## config.mk

```make
export PLATFORM = sky130hd
export DESIGN_NAME = isid_decode
export DESIGN_NICKNAME = d
export VERILOG_FILES = /design/src/sv/isid_pkg.sv /design/src/sv/isid_decode.sv
export SDC_FILE = /design/constraint.sdc
export NUM_CORES = 1
export LEC_CHECK = 0
export ABC_AREA = 1
export BUFFER_PORTS_ARGS = -buffer_cell sky130_fd_sc_hd__buf_2
export CORE_MARGIN = 2
export CORE_UTILIZATION = 40
export DETAILED_ROUTE_END_ITERATION = 6
export PLACE_DENSITY = 0.66
export SETUP_SLACK_MARGIN = 0.4
export SLEW_MARGIN = 20
export SYNTH_ARGS = -nofsm -noshare
export SYNTH_HDL_FRONTEND = slang
export SYNTH_SLANG_ARGS = --single-unit
```

## constraint.sdc

```tcl
create_clock -name vclk -period 4
set_input_delay 1 -clock vclk [all_inputs]
set_output_delay 1 -clock vclk [all_outputs]
set_load 0.03 [all_outputs]
```

## src/sv/isid_pkg.sv

```systemverilog
// Shared types and constants for the indexed sequence block.
package isid_pkg;

	localparam int CAPACITY   = 64;
	localparam int ITEM_WIDTH = 32;

	// Fixed widths of the request and response fields.
	localparam int ACTION_W = 3;
	localparam int POS_W    = 7;
	localparam int VALUE_W  = 32;
	localparam int LEN_W    = 7;
	localparam int STATUS_W = 2;

	localparam int IDX_W = $clog2(CAPACITY);
	localparam int CNT_W = $clog2(CAPACITY + 1);
	localparam int CMP_W = (CNT_W > POS_W) ? CNT_W + 1 : POS_W + 1;

	typedef logic [ITEM_WIDTH-1:0] item_t;
	typedef logic [CNT_W-1:0]      count_t;

	typedef enum logic [ACTION_W-1:0] {
		ACT_INIT   = 3'd0,
		ACT_GET    = 3'd1,
		ACT_SET    = 3'd2,
		ACT_INSERT = 3'd3,
		ACT_DELETE = 3'd4
	} action_t;

	typedef enum logic [STATUS_W-1:0] {
		ST_OK    = 2'd0,
		ST_BOUND = 2'd1,
		ST_FULL  = 2'd2
	} status_t;

	// What every cell of the row does in the cycle of an accepted request.
	typedef enum logic [2:0] {
		OP_HOLD,
		OP_CLEAR,
		OP_WRITE,
		OP_INSERT,
		OP_DELETE
	} cell_op_t;

	typedef struct packed {
		cell_op_t op;
		item_t    value;
	} cell_cmd_t;

	typedef struct packed {
		cell_op_t op;
		status_t  status;
		logic     rd_en;
		count_t   count;
	} dec_t;

endpackage

```

## src/sv/isid_decode.sv

```systemverilog
// Request decode: range checks, status, row command and the new item count.
module isid_decode (
	input  logic [isid_pkg::ACTION_W-1:0] action,
	input  logic [isid_pkg::POS_W-1:0]    position,
	input  logic [isid_pkg::LEN_W-1:0]    new_length,
	input  isid_pkg::count_t              count,
	output isid_pkg::dec_t                dec
);

	logic [isid_pkg::CMP_W-1:0] pos_c;
	logic [isid_pkg::CMP_W-1:0] cnt_c;
	logic [isid_pkg::CMP_W-1:0] nlen_c;
	logic [isid_pkg::CMP_W-1:0] cap_c;

	assign pos_c  = isid_pkg::CMP_W'(position);
	assign cnt_c  = isid_pkg::CMP_W'(count);
	assign nlen_c = isid_pkg::CMP_W'(new_length);
	assign cap_c  = isid_pkg::CMP_W'(isid_pkg::CAPACITY);

	always_comb begin
		dec.op     = isid_pkg::OP_HOLD;
		dec.status = isid_pkg::ST_OK;
		dec.rd_en  = 1'b0;
		dec.count  = count;
		case (action)
			isid_pkg::ACT_INIT: begin
				if (nlen_c > cap_c) begin
					dec.status = isid_pkg::ST_FULL;
				end else begin
					dec.op    = isid_pkg::OP_CLEAR;
					dec.count = isid_pkg::CNT_W'(new_length);
				end
			end
			isid_pkg::ACT_GET: begin
				if (pos_c >= cnt_c) dec.status = isid_pkg::ST_BOUND;
				else dec.rd_en = 1'b1;
			end
			isid_pkg::ACT_SET: begin
				if (pos_c >= cnt_c) dec.status = isid_pkg::ST_BOUND;
				else dec.op = isid_pkg::OP_WRITE;
			end
			isid_pkg::ACT_INSERT: begin
				if (pos_c > cnt_c) begin
					dec.status = isid_pkg::ST_BOUND;
				end else if (cnt_c >= cap_c) begin
					dec.status = isid_pkg::ST_FULL;
				end else begin
					dec.op    = isid_pkg::OP_INSERT;
					dec.count = isid_pkg::CNT_W'(count + 1'b1);
				end
			end
			isid_pkg::ACT_DELETE: begin
				// An empty list also fails here, so no underflow code exists.
				if (pos_c >= cnt_c) begin
					dec.status = isid_pkg::ST_BOUND;
				end else begin
					dec.op    = isid_pkg::OP_DELETE;
					dec.count = isid_pkg::CNT_W'(count - 1'b1);
				end
			end
			default: begin
				dec.op = isid_pkg::OP_HOLD;
			end
		endcase
	end

endmodule
```

==> impl_metrics.py, run 1 <==
metrics = {
    "global_routing": {
        "grt_usage_pct": 21.61,
        "antenna_found_initial": 0,
        "grt_pass1_vias": 1214,
        "grt_pass1_wl_um": 5575,
        "grt-ovfl-total": 0,
        "grt_max_degree": 12,
    },
    "power": {
        "switchingPower_w": 0.0001282,
        "leakage_nw": 0.7741,
        "intPower_w": 0.00007395,
        "total_power_w": 0.0002021,
        "power_frac_seq_pct": 0,
        "peakVddDrop_v": 0.00007771,
        "clock_power_share_pct": 0,
        "combPwrFrac_pct": 100.0,
        "power_density_nw_per_um2": 138.7,
        "p_sw_share_pct": 63.41,
    },
    "finish": {
        "syn2layout_area_growth_pct": 36.26,
        "seq_cells": 0,
        "regArea_um2": 0,
        "fin_util_pct": 58.31,
        "final_cell_mix": "nand2_1, buf_2, nand3_1",
        "nClkBuffers": 0,
        "fillCellCount": 272,
        "fin_nets": 268,
        "layout_commonest_cell": "nand2_1",
        "multi_input_area_um2": 1056,
        "drive_above_1_share_pct": 33.91,
        "n_antenna_cell": 0,
        "instances_no_fill": 263,
    },
    "floorplanning": {
        "fp.dieH_um": 55.72,
        "rows": 18,
        "start_util_pct": 42.79,
        "core_um2": 2500,
        "ios": 37,
        "die_area_um2": 3104,
        "die_w_um": 55.72,
    },
    "yosys": {
        "yosys.area.top_type": "nand2_1",
        "yosysSeqAreaShare_pct": 0,
        "synth_top_area_share_pct": 23.16,
        "synth.area.top_cells": "nand2_1, nand3_1, ha_1",
        "syn-instance-count": 195,
        "synth_area_um2": 1070,
        "syn-num-nets": 228,
        "yosys_warnings": 0,
        "synthDistinctLibCells": 30,
        "synth.avg_cell_area_um2": 5.486,
    },
    "setup_path": {
        "cp-end-kind": "output pin",
        "cp_cell_sequence": "buf_2 > inv_2 > ha_4 > nand2_4 > nor2_4 > nand2_4 > nand3_4 > clkinv_4 > nand2_4 > nand3_2 > a21oi_2 > buf_2",
        "critPathSlowestCell": "ha_4",
        "crit_top_cell": "nand2_4",
        "cp.required_ns": 3.00,
        "cp.arrival_ns": 2.51,
        "cp-start-kind": "input port",
        "critPathKind": "in -> out",
        "slowest_delay_ns": 0.28,
        "worst-path-max-fanout": 6,
    },
    "sta": {
        "rsz0062_at_grt": "no",
        "slew_viol_final": 0,
        "hold_viol": 0,
        "finalSetupTns_ns": 0,
        "worst_pin_slew_ns": 0.3242,
        "finalCritPeriodShare_pct": 87.64,
        "fin_ws_ns": 0.4944,
        "slew_headroom_pct": 78.36,
        "max_freq_ghz": 0.2853,
        "finalSetupViolCount": 0,
        "min_period_ns": 3.506,
    },
    "placement": {
        "place_ws_ns": 0.3022,
        "dp_hpwl_um": 2601,
        "gp_congestion": 0.8722,
        "port_buffers": 37,
        "dp_cells": 260,
    },
    "route": {
        "first_pass_iters": 4,
        "final_antenna_net_count": 0,
        "drt-total-wl_um": 3363,
        "drt_iter0_drc": 69,
        "via_count": 1367,
        "vias_per_cell": 5.198,
        "drt-wirelength-per-cell_um": 12.79,
        "drc_errors": 0,
    },
    "job": {
        "cap_violations": 0,
    },
    "hold_path": {
        "hp-class": "in -> out",
    },
    "cts": {
        "ctsHoldBuffers": 0,
    },
    "outcome": {
        "status": "completed",
    },
}
-- critical path, delay by kind of cell --
family / cells / cell delay (ns)
AO/OA/AOI/OAI: 1 / 0.11
adder cells (fa/ha/maj): 1 / 0.28
buffers and inverters: 4 / 0.48
AND/OR/NAND/NOR: 6 / 0.64
-- kinds of logic (layout without fill, tap and decap cells) --
family / Yosys count / in the layout / share of synthesized area (%)
simple gates: 135 / 137 / 61.87
xor+xnor: 7 / 7 / 5.731
buf+inv: 29 / 65 / 13.45
fa+ha+maj: 9 / 9 / 10.53
compound gates: 15 / 15 / 8.421
-- metal layers --
metal	share of wire, %	global-route usage (%)	vias to the layer above
met1	46	31.48	597
met5	0	0	-
met4	1.7	3.136	0
li1	-	-	710
met2	45	35.54	56
met3	7.6	1.163	4
-- synth_stat cells, drive strengths merged --
cell / n
a21oi: 10
and3: 1
buf: 4
clkbuf: 1
clkinv: 1
ha: 9
inv: 23
nand2: 74
nand3: 27
nand3b: 1
nand4: 8
nor2: 22
nor3: 1
nor4: 1
o21ai: 5
xnor2: 1
xor2: 6
-- power by group through the flow --
stage	clock network (W)	logic (W)	registers, W
after global routing	0	0.000221	0
after global placement	0	0.000172	0
after CTS	0	0.000184	0
after detailed placement	0	0.000171	0
after floorplan	0	0.000129	0
final	0	0.000202	0
-- area by class of cell --
type,instances,area share (%)
inverter,24,7.210
tap,30,2.575
multi-input combinational,168,72.45
timing repair buffer,41,17.77
-- repair_timing --
item	in CTS	in global routing
cloned	2	0
buffers inserted	0	1
pin swaps	4	8
setup endpoints to repair	8	11
resized for setup	12	29
-- worst paths after layout --
path                  startpoint     end  slack [ns]  depth (start not counted)
worst min-delay path   action[2]  dec[7]        2.32                          3
worst max-delay path    count[6]  dec[6]        0.49                         12
-- per-stage QoR --
step	hold WS [ns]	area, um^2
floorplan	2.070	1076
global placement	2.319	1272
detailed placement	2.319	1272
CTS	2.319	1328
global route	2.327	1458
finish	2.318	1458
Note: power is estimated with default switching activity, not from simulation.
==> run 2: changes to the inputs <==
clock period = 3.56 ns   (was 4 ns; I/O delays follow)
==> impl_metrics.py, run 2 (same netlist as run 1, synthesis figures left out) <==
metrics = {
    "sta": {
        "finalSetupViolCount": 0,
        "max_freq_ghz": 0.3069,
        "finalSetupTns_ns": 0,
        "hold_viol": 0,
        "fin_ws_ns": 0.3014,
        "finalCritPeriodShare_pct": 91.53,
        "slew_headroom_pct": 75.27,
        "worst_pin_slew_ns": 0.3681,
        "rsz0062_at_grt": "yes",
        "min_period_ns": 3.259,
        "slew_viol_final": 0,
    },
    "power": {
        "power_density_nw_per_um2": 160.5,
        "power_frac_seq_pct": 0,
        "p_sw_share_pct": 59.66,
        "leakage_nw": 0.8574,
        "total_power_w": 0.0002727,
        "clock_power_share_pct": 0,
        "intPower_w": 0.0001100,
        "switchingPower_w": 0.0001627,
        "combPwrFrac_pct": 100.0,
        "peakVddDrop_v": 0.00009500,
    },
    "route": {
        "final_antenna_net_count": 0,
        "drt_iter0_drc": 88,
        "drt-total-wl_um": 3834,
        "first_pass_iters": 4,
        "vias_per_cell": 5.418,
        "via_count": 1490,
        "drc_errors": 0,
        "drt-wirelength-per-cell_um": 13.94,
    },
    "finish": {
        "final_cell_mix": "nand2_1, nand3_1, buf_2",
        "fin_util_pct": 67.97,
        "n_antenna_cell": 0,
        "layout_commonest_cell": "nand2_1",
        "multi_input_area_um2": 1134,
        "syn2layout_area_growth_pct": 58.83,
        "fin_nets": 280,
        "seq_cells": 0,
        "regArea_um2": 0,
        "drive_above_1_share_pct": 41.63,
        "fillCellCount": 237,
        "nClkBuffers": 0,
    },
    "global_routing": {
        "grt-ovfl-total": 0,
        "antenna_found_initial": 0,
        "grt_pass1_wl_um": 6072,
        "grt_max_degree": 12,
        "grt_pass1_vias": 1288,
        "grt_usage_pct": 23.39,
    },
    "placement": {
        "dp_hpwl_um": 2883,
        "port_buffers": 37,
        "gp_congestion": 0.9209,
        "place_ws_ns": 0.1214,
    },
    "setup_path": {
        "cp_cell_sequence": "buf_6 > inv_6 > ha_4 > nand2_4 > nor2_4 > nand2_4 > nand2_4 > nand2_8 > nand3_2 > nor2_2 > nor2_1 > nand2_1 > buf_6",
        "cp-start-kind": "input port",
        "crit_start": "count[3]",
        "slowest_delay_ns": 0.26,
        "cp.arrival_ns": 2.37,
        "cp-end-kind": "output pin",
        "critPathKind": "in -> out",
        "cp.required_ns": 2.67,
        "worst-path-max-fanout": 8,
        "critPathSlowestCell": "ha_4",
        "crit_top_cell": "nand2_4",
    },
    "hold_path": {
        "hp-class": "in -> out",
        "hold_start": "action[2]",
    },
    "floorplanning": {
        "rows": 18,
        "die_w_um": 55.72,
        "ios": 37,
        "fp.dieH_um": 55.72,
        "core_um2": 2500,
        "die_area_um2": 3104,
        "start_util_pct": 42.79,
    },
    "outcome": {
        "status": "completed",
    },
    "job": {
        "cap_violations": 0,
    },
}
==> run 2: cell types whose count changed in the layout (fill, tap and decap cells not counted), moves of 3 or more <==
cell,previous run,this run
buf_4,8,19
nand2_1,64,57
buf_2,27,21
buf_6,5,11
nand2_2,5,10
inv_2,6,3
==> run 2: per-layer routing <==
metal  GRT usage [%]  vias up  part of all wire [%]
met4           2.439        0                  0.57
met5               0        -                     0
met1           32.73      677                    43
met2           40.65       71                    49
met3           1.163        2                   7.4
li1                -      740                     -
==> run 2: final timing paths <==
path              endpoint  slack, ns  cells after the start
setup / recovery    dec[1]       0.30                     13
hold / removal      dec[7]       2.10                      3
==> run 2: layout make-up <==
cell class,instances,area share [%]
Multi-Input combinational cell,168,66.72
Timing Repair Buffer,53,23.93
Tap cell,30,2.209
Inverter,24,7.143
==> run 2: critical path: cells and delay by family <==
family,cells,cell delay (ns)
AND/OR/NAND/NOR,9,0.90
adder cells (fa/ha/maj),1,0.26
buffers and inverters,3,0.31
==> run 2: what timing repair did <==
item,CTS,global route
gates resized for setup,38,10
cloned,2,0
setup endpoints to repair,13,13
hold buffers,0,0
pin swaps,11,6
buffers inserted,3,6
==> run 2: through the flow <==
stage / hold WS (ns) / area [um^2] / std cells
final: 2.099 / 1699 / 275
after global routing: 2.111 / 1699 / 275
after CTS: 2.100 / 1607 / 269
after detailed placement: 2.112 / 1439 / 264
after global placement: 2.106 / 1439 / 264
after floorplan: 1.827 / 1244 / 195
==> run 2: power groups by stage <==
stage / registers (W) / logic [W] / clock network, W
finish: 0 / 0.000273 / 0
global route: 0 / 0.000293 / 0
CTS: 0 / 0.000259 / 0
detailed placement: 0 / 0.000222 / 0
global placement: 0 / 0.000220 / 0
floorplan: 0 / 0.000169 / 0
