===== src/sv/isid_pkg.sv =====
// Shared types and constants for the indexed sequence block.
package isid_pkg;

	localparam int CAPACITY   = 64;
	localparam int ITEM_WIDTH = 32;

	// Fixed widths of the request and response fields.
	localparam int ACTION_W = 3;
	localparam int POS_W    = 7;
	localparam int VALUE_W  = 32;
	localparam int LEN_W    = 7;
	localparam int STATUS_W = 2;

	localparam int IDX_W = $clog2(CAPACITY);
	localparam int CNT_W = $clog2(CAPACITY + 1);
	localparam int CMP_W = (CNT_W > POS_W) ? CNT_W + 1 : POS_W + 1;

	typedef logic [ITEM_WIDTH-1:0] item_t;
	typedef logic [CNT_W-1:0]      count_t;

	typedef enum logic [ACTION_W-1:0] {
		ACT_INIT   = 3'd0,
		ACT_GET    = 3'd1,
		ACT_SET    = 3'd2,
		ACT_INSERT = 3'd3,
		ACT_DELETE = 3'd4
	} action_t;

	typedef enum logic [STATUS_W-1:0] {
		ST_OK    = 2'd0,
		ST_BOUND = 2'd1,
		ST_FULL  = 2'd2
	} status_t;

	// What every cell of the row does in the cycle of an accepted request.
	typedef enum logic [2:0] {
		OP_HOLD,
		OP_CLEAR,
		OP_WRITE,
		OP_INSERT,
		OP_DELETE
	} cell_op_t;

	typedef struct packed {
		cell_op_t op;
		item_t    value;
	} cell_cmd_t;

	typedef struct packed {
		cell_op_t op;
		status_t  status;
		logic     rd_en;
		count_t   count;
	} dec_t;

endpackage


===== src/sv/isid_cell.sv =====
// One storage cell of the item row, exchanging its value with both neighbors.
module isid_cell (
	input  logic                clk,
	input  logic                arst_n,
	input  logic                en,
	input  isid_pkg::cell_cmd_t cmd,
	input  logic                at_pos,
	input  logic                past_pos,
	input  isid_pkg::item_t     below,
	input  isid_pkg::item_t     above,
	output isid_pkg::item_t     item
);

	isid_pkg::item_t item_q;
	isid_pkg::item_t item_d;

	always_comb begin
		item_d = item_q;
		case (cmd.op)
			isid_pkg::OP_CLEAR: begin
				item_d = '0;
			end
			isid_pkg::OP_WRITE: begin
				if (at_pos) item_d = cmd.value;
			end
			isid_pkg::OP_INSERT: begin
				// Cells above the position take the value of the cell below them.
				if (past_pos) item_d = below;
				else if (at_pos) item_d = cmd.value;
			end
			isid_pkg::OP_DELETE: begin
				if (at_pos || past_pos) item_d = above;
			end
			default: begin
				item_d = item_q;
			end
		endcase
	end

	always_ff @(posedge clk or negedge arst_n) begin
		if (!arst_n) begin
			item_q <= '0;
		end else if (en) begin
			item_q <= item_d;
		end
	end

	assign item = item_q;

endmodule


===== config.mk =====
export PLATFORM = sky130hd
export DESIGN_NAME = isid_cell
export DESIGN_NICKNAME = d
export VERILOG_FILES = /design/src/sv/isid_pkg.sv /design/src/sv/isid_cell.sv
export SDC_FILE = /design/constraint.sdc
export NUM_CORES = 1
export LEC_CHECK = 0
export BUFFER_PORTS_ARGS = -buffer_cell sky130_fd_sc_hd__buf_4
export CORE_MARGIN = 1
export CORE_UTILIZATION = 45
export DETAILED_ROUTE_END_ITERATION = 10
export PLACE_DENSITY = 0.93
export SLEW_MARGIN = 20
export SYNTH_ARGS = -nofsm -noshare
export SYNTH_HDL_FRONTEND = slang
export SYNTH_SLANG_ARGS = --single-unit

===== constraint.sdc =====
create_clock -name clk -period 1.4 [get_ports clk]
set_input_delay 0.28 -clock clk [delete_from_list [all_inputs] [get_ports clk]]
set_output_delay 0.28 -clock clk [all_outputs]
set_load 0.005 [all_outputs]

==> results.py, run 1 <==
metrics = {
    "finish": {
        "largest_register_ff_count": 32,
        "layout_commonest_cell": "buf_4",
        "nNetsFinal": 519,
        "area.growth.synth_to_final_pct": 57.9,
        "diodes": 0,
        "final_design_area_no_fill_um2": 3940,
        "drive_gt1_share_pct": 52.2,
        "n_fill_cell": 366,
        "postLayoutCoreUtil_pct": 75.3,
    },
    "synth": {
        "post_synth_instance_area_um2": 2500,
        "ys_dominant_reg_cell": "dfrtp_1",
        "yosys-top-cells-area": "dfrtp_1 32%, mux2_2 14%, mux2i_1 13%, a22o_1 11%, o221ai_1 11%",
        "synth.ff_latch_count": 32,
        "ys_seq_area_share_pct": 32.1,
        "synthesis.instances": 257,
        "yosys_warnings": 0,
        "yosys.area.top_type": "dfrtp_1",
        "synth_nets": 361,
        "synth-async-reset-ratio_pct": 100,
        "synth_area_per_cell_um2": 9.72,
        "netlist.area_leader.share_pct": 32.1,
        "synthDistinctLibCells": 20,
        "synth_enable_flop_cells": 0,
    },
    "timing": {
        "timing.hold.ws_ps": 325,
        "maxSlewHeadroom_pct": 70.8,
        "worst_pin_slew_ps": 439,
        "final_critical_path_setup_slack_ps": 142,
        "finish_stage_setup_viols": 0,
        "timing.final.hold_violations": 0,
        "fin_setup_tns_ps": 0,
        "min_period_over_period_pct": 89.8,
        "finalMaxSlewViolations": 0,
        "min_period_ps": 1260,
        "grt_setup_unrepaired": "no",
        "max_freq_mhz": 795,
        "clock_skew_ps": 0,
    },
    "route": {
        "detail_route.vias_per_cell": 5.52,
        "route.antenna.remaining_nets": 0,
        "routed-via-count": 2683,
        "post-route-drc-count": 0,
        "drt_pass1_iterations": 4,
        "detail_route.wl_per_cell_um": 16.8,
        "routed_wirelength_mm": 8.16,
        "initialDrtViolationCount": 157,
    },
    "cts": {
        "cts.clk_slew.worst_paths_ps": 70,
        "post_cts_resize_count": 0,
        "cts.path.max_buffers": 2,
        "clock_tree.htree_level_count": 2,
        "cts_inserted_buffers": 5,
        "cts_root_buffer": "clkbuf_8",
        "worst_skew_pair.late_latency_ps": 270,
        "cts_tree": "yes",
        "tritoncts_num_sinks": 32,
    },
    "global_routing": {
        "met2_usage_pct": 52.4,
        "grt_max_degree": 33,
        "grtUsageMet1_pct": 33.6,
        "antenna_found_initial": 0,
        "grt_overflow_total": 0,
        "grt_first_pass_wirelength_mm": 13.4,
        "first_global_vias": 2840,
        "gr-usage-met3_pct": 5.03,
        "global_router_s_overall_resource_usage_pct": 28.5,
        "busiest_layer": "met2",
    },
    "floorplan": {
        "num_rows": 26,
        "die_x_extent_um": 76.5,
        "io_pins": 136,
        "initial_core_util_pct": 47.7,
        "core_um2": 5240,
        "die_height_um": 76.5,
        "die-area_um2": 5850,
    },
    "setup_path": {
        "critical_path.endpoint": "item[26]$_DFFE_PN0P_",
        "r2r_end": "item[19]$_DFFE_PN0P_",
        "worst_ep_arrival_time_ps": 1420,
        "worstReg2RegStart": "item[19]$_DFFE_PN0P_",
        "critPathRequiredTime_ps": 1560,
        "path_class": "in -> reg",
        "ff2ff_setup_slack_ps": 180,
        "worstSetupStartpoint": "at_pos",
        "worst_setup_path_start_kind": "primary input",
        "register_to_register_path_depth": 4,
        "worstSetupEndpointType": "flop",
        "critical_path_peak_fanout": 10,
    },
    "place": {
        "io_buffers": 135,
        "detailedPlace.worstSlack_ps": -150,
        "globalplace.congestion": 0.805,
        "postPlaceCellArea_um2": 3840,
        "dpl.hpwl_mm": 6.02,
    },
    "pwr": {
        "irDropWorstVdd_v": 0.000389,
        "p_leak_nw": 2.06,
        "power-per-cell-area_nw_per_um2": 724,
    },
    "worst_hold_path": {
        "type_of_the_most_critical_hold_path": "in -> reg",
    },
    "status": {
        "outcome": "completed",
    },
    "flow_run": {
        "cap_violations": 0,
    },
}
## worst max-delay path, cell delays in order
cell,delay [ps]
buf_4,210
buf_12,180
mux2i_1,260
mux2_2,190
o221ai_1,110
a22o_1,190
## layout make-up
type                            instances  area (µm²)  share of cell area, %
Inverter                               32         120                   3.05
Clock inverter                          2        10.0                  0.254
Multi-Input combinational cell        169        1440                   36.5
Sequential cell                        32         801                   20.3
Tap cell                               70        87.6                   2.22
Timing Repair Buffer                  175        1400                   35.6
Clock buffer                            6        82.6                   2.09
## cell usage after synthesis, types with 3 or more instances
master     n
a22o_1    32
dfrtp_1   32
inv_1     32
mux2_2    32
mux2i_1   32
nand2_1   32
o221ai_1  32
buf_2     13
clkbuf_1   7
buf_8      3
## repair_timing
| action | 4_1_cts | 5_1_grt |
|---|---|---|
| hold buffers | 1 | 0 |
| hold endpoints to repair | 32 | 0 |
| setup buffers | 0 | 0 |
## where the power goes
group	internal, W	switching [W]	leakage, nW
clock	0.000392	0.000339	0.0510
sequential	0.00101	0.0000790	0.435
combinational	0.000648	0.000385	1.57
## cell families (layout without fill, tap and decap cells)
kind of cell | count (synthesis) | count (layout) | share of synthesized area [%]
and+or+nand+nor | 38 | 38 | 6.51
buffers and inverters | 56 | 215 | 10.7
DFF | 32 | 32 | 32.1
AOI/OAI and AO/OA | 67 | 67 | 23.4
muxes | 64 | 64 | 27.3
## worst min path at each step
stage,start,endpoint,slack [ps],cells after the start
after CTS,above[24],item[24]$_DFFE_PN0P_,320,4
after global placement,arst_n,item[15]$_DFFE_PN0P_,240,1
final,above[20],item[20]$_DFFE_PN0P_,330,4
after global routing,above[20],item[20]$_DFFE_PN0P_,340,4
after detailed placement,arst_n,item[15]$_DFFE_PN0P_,250,1
after floorplan,arst_n,item[0]$_DFFE_PN0P_,-20,0
## routing by layer
| metal | part of all wire (%) | wire length (µm) |
|---|---|---|
| met3 | 4.8 | 388 |
| met5 | 0 | 0 |
| met1 | 41 | 3340 |
| met2 | 54 | 4370 |
| met4 | 0.70 | 57 |
## per-stage QoR
| step | instances | total power (W) |
|---|---|---|
| 2_1_floorplan | 257 | 0.00153 |
| 3_3_place_gp | 477 | 0.00209 |
| 3_5_place_dp | 477 | 0.00213 |
| 4_1_cts | 486 | 0.00287 |
| 5_1_grt | 486 | 0.00300 |
| 6_report | 486 | 0.00285 |
(Power assumes the default switching activity.)
==> run 2: changes to the inputs <==
--- a/config.mk
+++ b/config.mk
@@ -5,7 +5,7 @@
 export SDC_FILE = /design/constraint.sdc
 export NUM_CORES = 1
 export LEC_CHECK = 0
-export BUFFER_PORTS_ARGS = -buffer_cell sky130_fd_sc_hd__buf_4
+export BUFFER_PORTS_ARGS = -buffer_cell sky130_fd_sc_hd__buf_2
 export CORE_MARGIN = 1
 export CORE_UTILIZATION = 45
 export DETAILED_ROUTE_END_ITERATION = 10
==> results.py, run 2 (synthesis gave the netlist of run 1 again) <==
metrics = {
    "status": {
        "outcome": "completed",
    },
    "setup_path": {
        "r2r_end": "item[14]$_DFFE_PN0P_",
        "slowest_stage": "mux2i_1",
        "critical_path.endpoint": "item[10]$_DFFE_PN0P_",
        "timing.critical_path.buf_inv": 2,
        "timing.critical_path.slowest_cell_delay_ps": 260,
        "path_class": "in -> reg",
        "ff2ff_setup_slack_ps": 190,
        "critical_path_peak_fanout": 18,
        "path_depth": 6,
        "worst_setup_path_start_kind": "primary input",
        "critPathTopFamily": "multiplexers",
        "worstSetupEndpointType": "flop",
        "worstReg2RegStart": "item[14]$_DFFE_PN0P_",
        "critPathRequiredTime_ps": 1570,
        "register_to_register_path_depth": 4,
        "path_cells": "buf_2, buf_12, mux2i_1, mux2_2, o221ai_1, a22o_1",
        "worstSetupStartpoint": "at_pos",
        "worst_ep_arrival_time_ps": 1410,
    },
    "timing": {
        "timing.final.hold_violations": 0,
        "final_critical_path_setup_slack_ps": 162,
        "fin_setup_tns_ps": 0,
        "finalMaxSlewViolations": 0,
        "worst_pin_slew_ps": 398,
        "max_freq_mhz": 807,
        "finish_stage_setup_viols": 0,
        "clock_skew_ps": 0,
        "timing.hold.ws_ps": 314,
        "min_period_ps": 1240,
        "maxSlewHeadroom_pct": 73.5,
        "min_period_over_period_pct": 88.5,
        "grt_setup_unrepaired": "no",
    },
    "worst_hold_path": {
        "type_of_the_most_critical_hold_path": "in -> reg",
    },
    "global_routing": {
        "first_global_vias": 2687,
        "antenna_found_initial": 0,
        "grt_max_degree": 33,
        "global_router_s_overall_resource_usage_pct": 25.5,
        "grt_first_pass_wirelength_mm": 12.0,
        "grt_overflow_total": 0,
    },
    "place": {
        "postPlaceCellArea_um2": 3470,
        "detailedPlace.worstSlack_ps": -116,
        "globalplace.congestion": 0.881,
        "dpl.hpwl_mm": 5.36,
        "io_buffers": 135,
    },
    "finish": {
        "largest_register_ff_count": 32,
        "final_design_area_no_fill_um2": 3610,
        "area.growth.synth_to_final_pct": 44.5,
        "n_fill_cell": 421,
        "layout_commonest_cell": "buf_2",
        "nNetsFinal": 515,
        "diodes": 0,
        "drive_gt1_share_pct": 51.7,
    },
    "cts": {
        "cts.path.max_buffers": 2,
        "post_cts_resize_count": 0,
        "clock_tree.htree_level_count": 2,
        "cts_inserted_buffers": 5,
        "cts_tree": "yes",
        "cts.clk_slew.worst_paths_ps": 70,
        "worst_skew_pair.late_latency_ps": 270,
        "tritoncts_num_sinks": 32,
        "cts_root_buffer": "clkbuf_8",
        "cts.repair_timing.setup_buffer_count": 0,
    },
    "route": {
        "routed_wirelength_mm": 7.40,
        "initialDrtViolationCount": 145,
        "detail_route.vias_per_cell": 5.56,
        "post-route-drc-count": 0,
        "detail_route.wl_per_cell_um": 15.4,
        "route.antenna.remaining_nets": 0,
        "drt_pass1_iterations": 4,
        "routed-via-count": 2682,
    },
    "pwr": {
        "p_leak_nw": 1.96,
        "power-per-cell-area_nw_per_um2": 815,
        "irDropWorstVdd_v": 0.000449,
    },
    "floorplan": {
        "num_rows": 26,
        "io_pins": 136,
        "core_um2": 5240,
        "die_height_um": 76.5,
        "die_x_extent_um": 76.5,
        "die-area_um2": 5850,
        "initial_core_util_pct": 47.7,
    },
    "flow_run": {
        "cap_violations": 0,
    },
}
==> run 2: changes by cell type in the layout (fill, tap and decap cells not counted), sizes merged <==
cell | previous run | this run
clkinv | 2 | 0
buf | 174 | 170
bufinv | 0 | 1
clkbuf | 6 | 7
==> run 2: final cells by class <==
class	instances	area, µm²	area share [%]
clock inverter	1	30.0	0.832
multi-input combinational	169	1440	39.9
timing repair buffer	171	1040	28.7
sequential	32	801	22.2
tap	70	87.6	2.43
inverter	32	120	3.33
clock buffer	7	96.3	2.67
==> run 2: how the worst min path moves through the flow <==
stage | startpoint | endpoint | cells past startpoint
6_report | above[11] | item[11]$_DFFE_PN0P_ | 4
5_1_grt | above[18] | item[18]$_DFFE_PN0P_ | 4
4_1_cts | above[11] | item[11]$_DFFE_PN0P_ | 4
3_5_place_dp | arst_n | item[15]$_DFFE_PN0P_ | 1
3_3_place_gp | arst_n | item[15]$_DFFE_PN0P_ | 1
2_1_floorplan | arst_n | item[0]$_DFFE_PN0P_ | 0
==> run 2: metrics by stage <==
step	power (W)	utilization [%]	cells
after global routing	0.00309	68.9	482
after CTS	0.00297	68.9	482
after floorplan	0.00153	-	257
after detailed placement	0.00198	66.3	473
after global placement	0.00194	66.3	473
final	0.00294	68.9	482
==> run 2: tightest hold or removal path, cell delays in order <==
cell and delay, ps:
buf_2 70, nand2_1 40, o221ai_1 60, a22o_1 120
==> run 2: what timing repair did <==
action | in CTS | in global routing
hold buffers | 1 | 0
hold endpoints to repair | 15 | 0
setup endpoints to repair | 0 | 0
==> run 2: per-layer routing <==
layer	GRT usage (%)	routed length (µm)	vias to the layer above
li1	-	-	1265
met1	28.7	3130	1310
met2	47.9	3860	97
met3	4.07	322	10
met4	9.04	93	0
met5	0	0	-
==> run 2: power by group <==
group	internal, W	switching, W	total, W
logic	0.000512	0.000374	0.000885
clock network	0.000628	0.000347	0.000975
registers	0.00101	0.0000723	0.00108
==> run 3: changes to the inputs <==
--- a/config.mk
+++ b/config.mk
@@ -6,7 +6,7 @@
 export NUM_CORES = 1
 export LEC_CHECK = 0
 export BUFFER_PORTS_ARGS = -buffer_cell sky130_fd_sc_hd__buf_2
-export CORE_MARGIN = 1
+export CORE_MARGIN = 2
 export CORE_UTILIZATION = 45
 export DETAILED_ROUTE_END_ITERATION = 10
 export PLACE_DENSITY = 0.93
==> results.py, run 3 (synthesis gave the netlist of run 1 again) <==
metrics = {
    "pwr": {
        "power.total_w": 0.00275,
        "irDropWorstVdd_v": 0.000433,
        "power-per-cell-area_nw_per_um2": 751,
        "power.sequential.fraction_pct": 39.5,
        "clock_power_share_pct": 26.7,
        "p_leak_nw": 2.00,
        "intPower_w": 0.00194,
        "switching_share_of_total_power_pct": 29.3,
        "power_switching_w": 0.000804,
        "pwr-share-comb_pct": 33.9,
    },
    "setup_path": {
        "r2r_end": "item[14]$_DFFE_PN0P_",
        "worstReg2RegStart": "item[14]$_DFFE_PN0P_",
        "critical_path.endpoint": "item[0]$_DFFE_PN0P_",
        "worstSetupStartpoint": "at_pos",
        "ff2ff_setup_slack_ps": 140,
        "timing.critical_path.slowest_cell_delay_ps": 270,
        "path_class": "in -> reg",
        "slowest_stage": "mux2i_1",
        "worst_setup_path_start_kind": "primary input",
        "worst_ep_arrival_time_ps": 1440,
        "worstSetupEndpointType": "flop",
        "critical_path_peak_fanout": 14,
        "path_cells": "buf_2, buf_12, mux2i_1, mux2_2, o221ai_1, a22o_1",
        "register_to_register_path_depth": 4,
        "critPathRequiredTime_ps": 1580,
    },
    "global_routing": {
        "grt_max_degree": 33,
        "global_router_s_overall_resource_usage_pct": 25.3,
        "grt_first_pass_wirelength_mm": 12.5,
        "first_global_vias": 2897,
        "antenna_found_initial": 0,
        "grt_overflow_total": 0,
    },
    "floorplan": {
        "core_um2": 5440,
        "die_height_um": 78.5,
        "io_pins": 136,
        "initial_core_util_pct": 45.9,
        "die-area_um2": 6160,
        "num_rows": 27,
        "die_x_extent_um": 78.5,
    },
    "finish": {
        "leading_cell_types_in_the_layout_fill_and_taps_excluded": "135 x buf_2, 36 x buf_4",
        "nNetsFinal": 524,
        "largest_register_ff_count": 32,
        "area.growth.synth_to_final_pct": 46.5,
        "diodes": 0,
        "n_fill_cell": 415,
        "fin_cells": 493,
        "layout_commonest_cell": "buf_2",
        "drive_gt1_share_pct": 52.7,
    },
    "timing": {
        "finalMaxSlewViolations": 0,
        "maxSlewHeadroom_pct": 70.7,
        "clock_skew_ps": 0,
        "finish_stage_setup_viols": 0,
        "worst_pin_slew_ps": 440,
        "min_period_ps": 1260,
        "grt_setup_unrepaired": "no",
        "max_freq_mhz": 793,
        "min_period_over_period_pct": 90.1,
        "timing.hold.ws_ps": 320,
        "timing.final.hold_violations": 0,
    },
    "worst_hold_path": {
        "type_of_the_most_critical_hold_path": "in -> reg",
    },
    "route": {
        "detail_route.vias_per_cell": 5.49,
        "routed_wirelength_mm": 7.91,
        "routed-via-count": 2709,
        "route.antenna.remaining_nets": 0,
        "drt_pass1_iterations": 4,
        "detail_route.wl_per_cell_um": 16.1,
        "post-route-drc-count": 0,
        "initialDrtViolationCount": 116,
    },
    "cts": {
        "cts_tree": "yes",
        "tritoncts_num_sinks": 32,
        "worst_skew_pair.late_latency_ps": 280,
        "post_cts_resize_count": 0,
        "cts_inserted_buffers": 5,
        "cts.path.max_buffers": 2,
        "cts.clk_slew.worst_paths_ps": 70,
        "clock_tree.htree_level_count": 2,
        "cts_root_buffer": "clkbuf_8",
    },
    "place": {
        "io_buffers": 135,
        "globalplace.congestion": 0.818,
        "dpl.hpwl_mm": 6.13,
        "post-place-cells": 484,
    },
    "flow_run": {
        "cap_violations": 0,
    },
    "status": {
        "outcome": "completed",
    },
}
[run 3: worst min path at each step]
stage | from | slack (ps) | to | depth (start not counted)
2_1_floorplan | arst_n | -20 | item[0]$_DFFE_PN0P_ | 0
3_3_place_gp | arst_n | 240 | item[13]$_DFFE_PN0P_ | 1
3_5_place_dp | arst_n | 250 | item[13]$_DFFE_PN0P_ | 1
4_1_cts | above[13] | 320 | item[13]$_DFFE_PN0P_ | 4
5_1_grt | above[0] | 340 | item[0]$_DFFE_PN0P_ | 4
6_report | above[13] | 320 | item[13]$_DFFE_PN0P_ | 4
[run 3: power by group through the flow]
| stage | Sequential (W) | Clock, W | Combinational, W |
|---|---|---|---|
| 2_1_floorplan | 0.00109 | 0 | 0.000439 |
| 3_3_place_gp | 0.00109 | 0 | 0.000880 |
| 3_5_place_dp | 0.00110 | 0 | 0.000929 |
| 4_1_cts | 0.00108 | 0.000750 | 0.000932 |
| 5_1_grt | 0.00109 | 0.000796 | 0.00101 |
| 6_report | 0.00108 | 0.000732 | 0.000930 |
[run 3: final cells by class]
class                      count  area [µm²]  area share (%)
clock buffer                   6        82.6            2.26
clock inverter                 2        10.0           0.274
inverter                      32         120            3.28
multi-input combinational    169        1440            39.3
sequential                    32         801            21.9
tap                           72        90.1            2.46
timing repair buffer         180        1120            30.5
[run 3: layer usage]
layer	up-vias	track usage, %	wire length (µm)
met5	-	0	0
met4	0	11.2	165
met3	19	5.75	508
met2	132	47.2	4170
met1	1283	27.2	3070
li1	1275	-	-
[run 3: metrics by stage]
| stage | util, % | area [µm²] | TNS [ps] | setup WS [ps] |
|---|---|---|---|---|
| floorplan | - | 2500 | 0 | 90.7 |
| global placement | 65.4 | 3560 | -1890 | -77.4 |
| detailed placement | 65.4 | 3560 | -3690 | -171 |
| CTS | 67.3 | 3660 | 0 | 122 |
| global route | 67.3 | 3660 | 0 | 7.99 |
| finish | 67.3 | 3660 | 0 | 139 |
[run 3: worst max-delay path, delay by kind of cell]
family / cells / cell delay [ps]
muxes: 2 / 470
buffers and inverters: 2 / 380
AOI/OAI and AO/OA: 2 / 310
[run 3: repair_timing]
action	in CTS	in global routing
buffers inserted	0	0
hold endpoints to repair	16	0
hold buffers	1	0
setup endpoints to repair	0	0
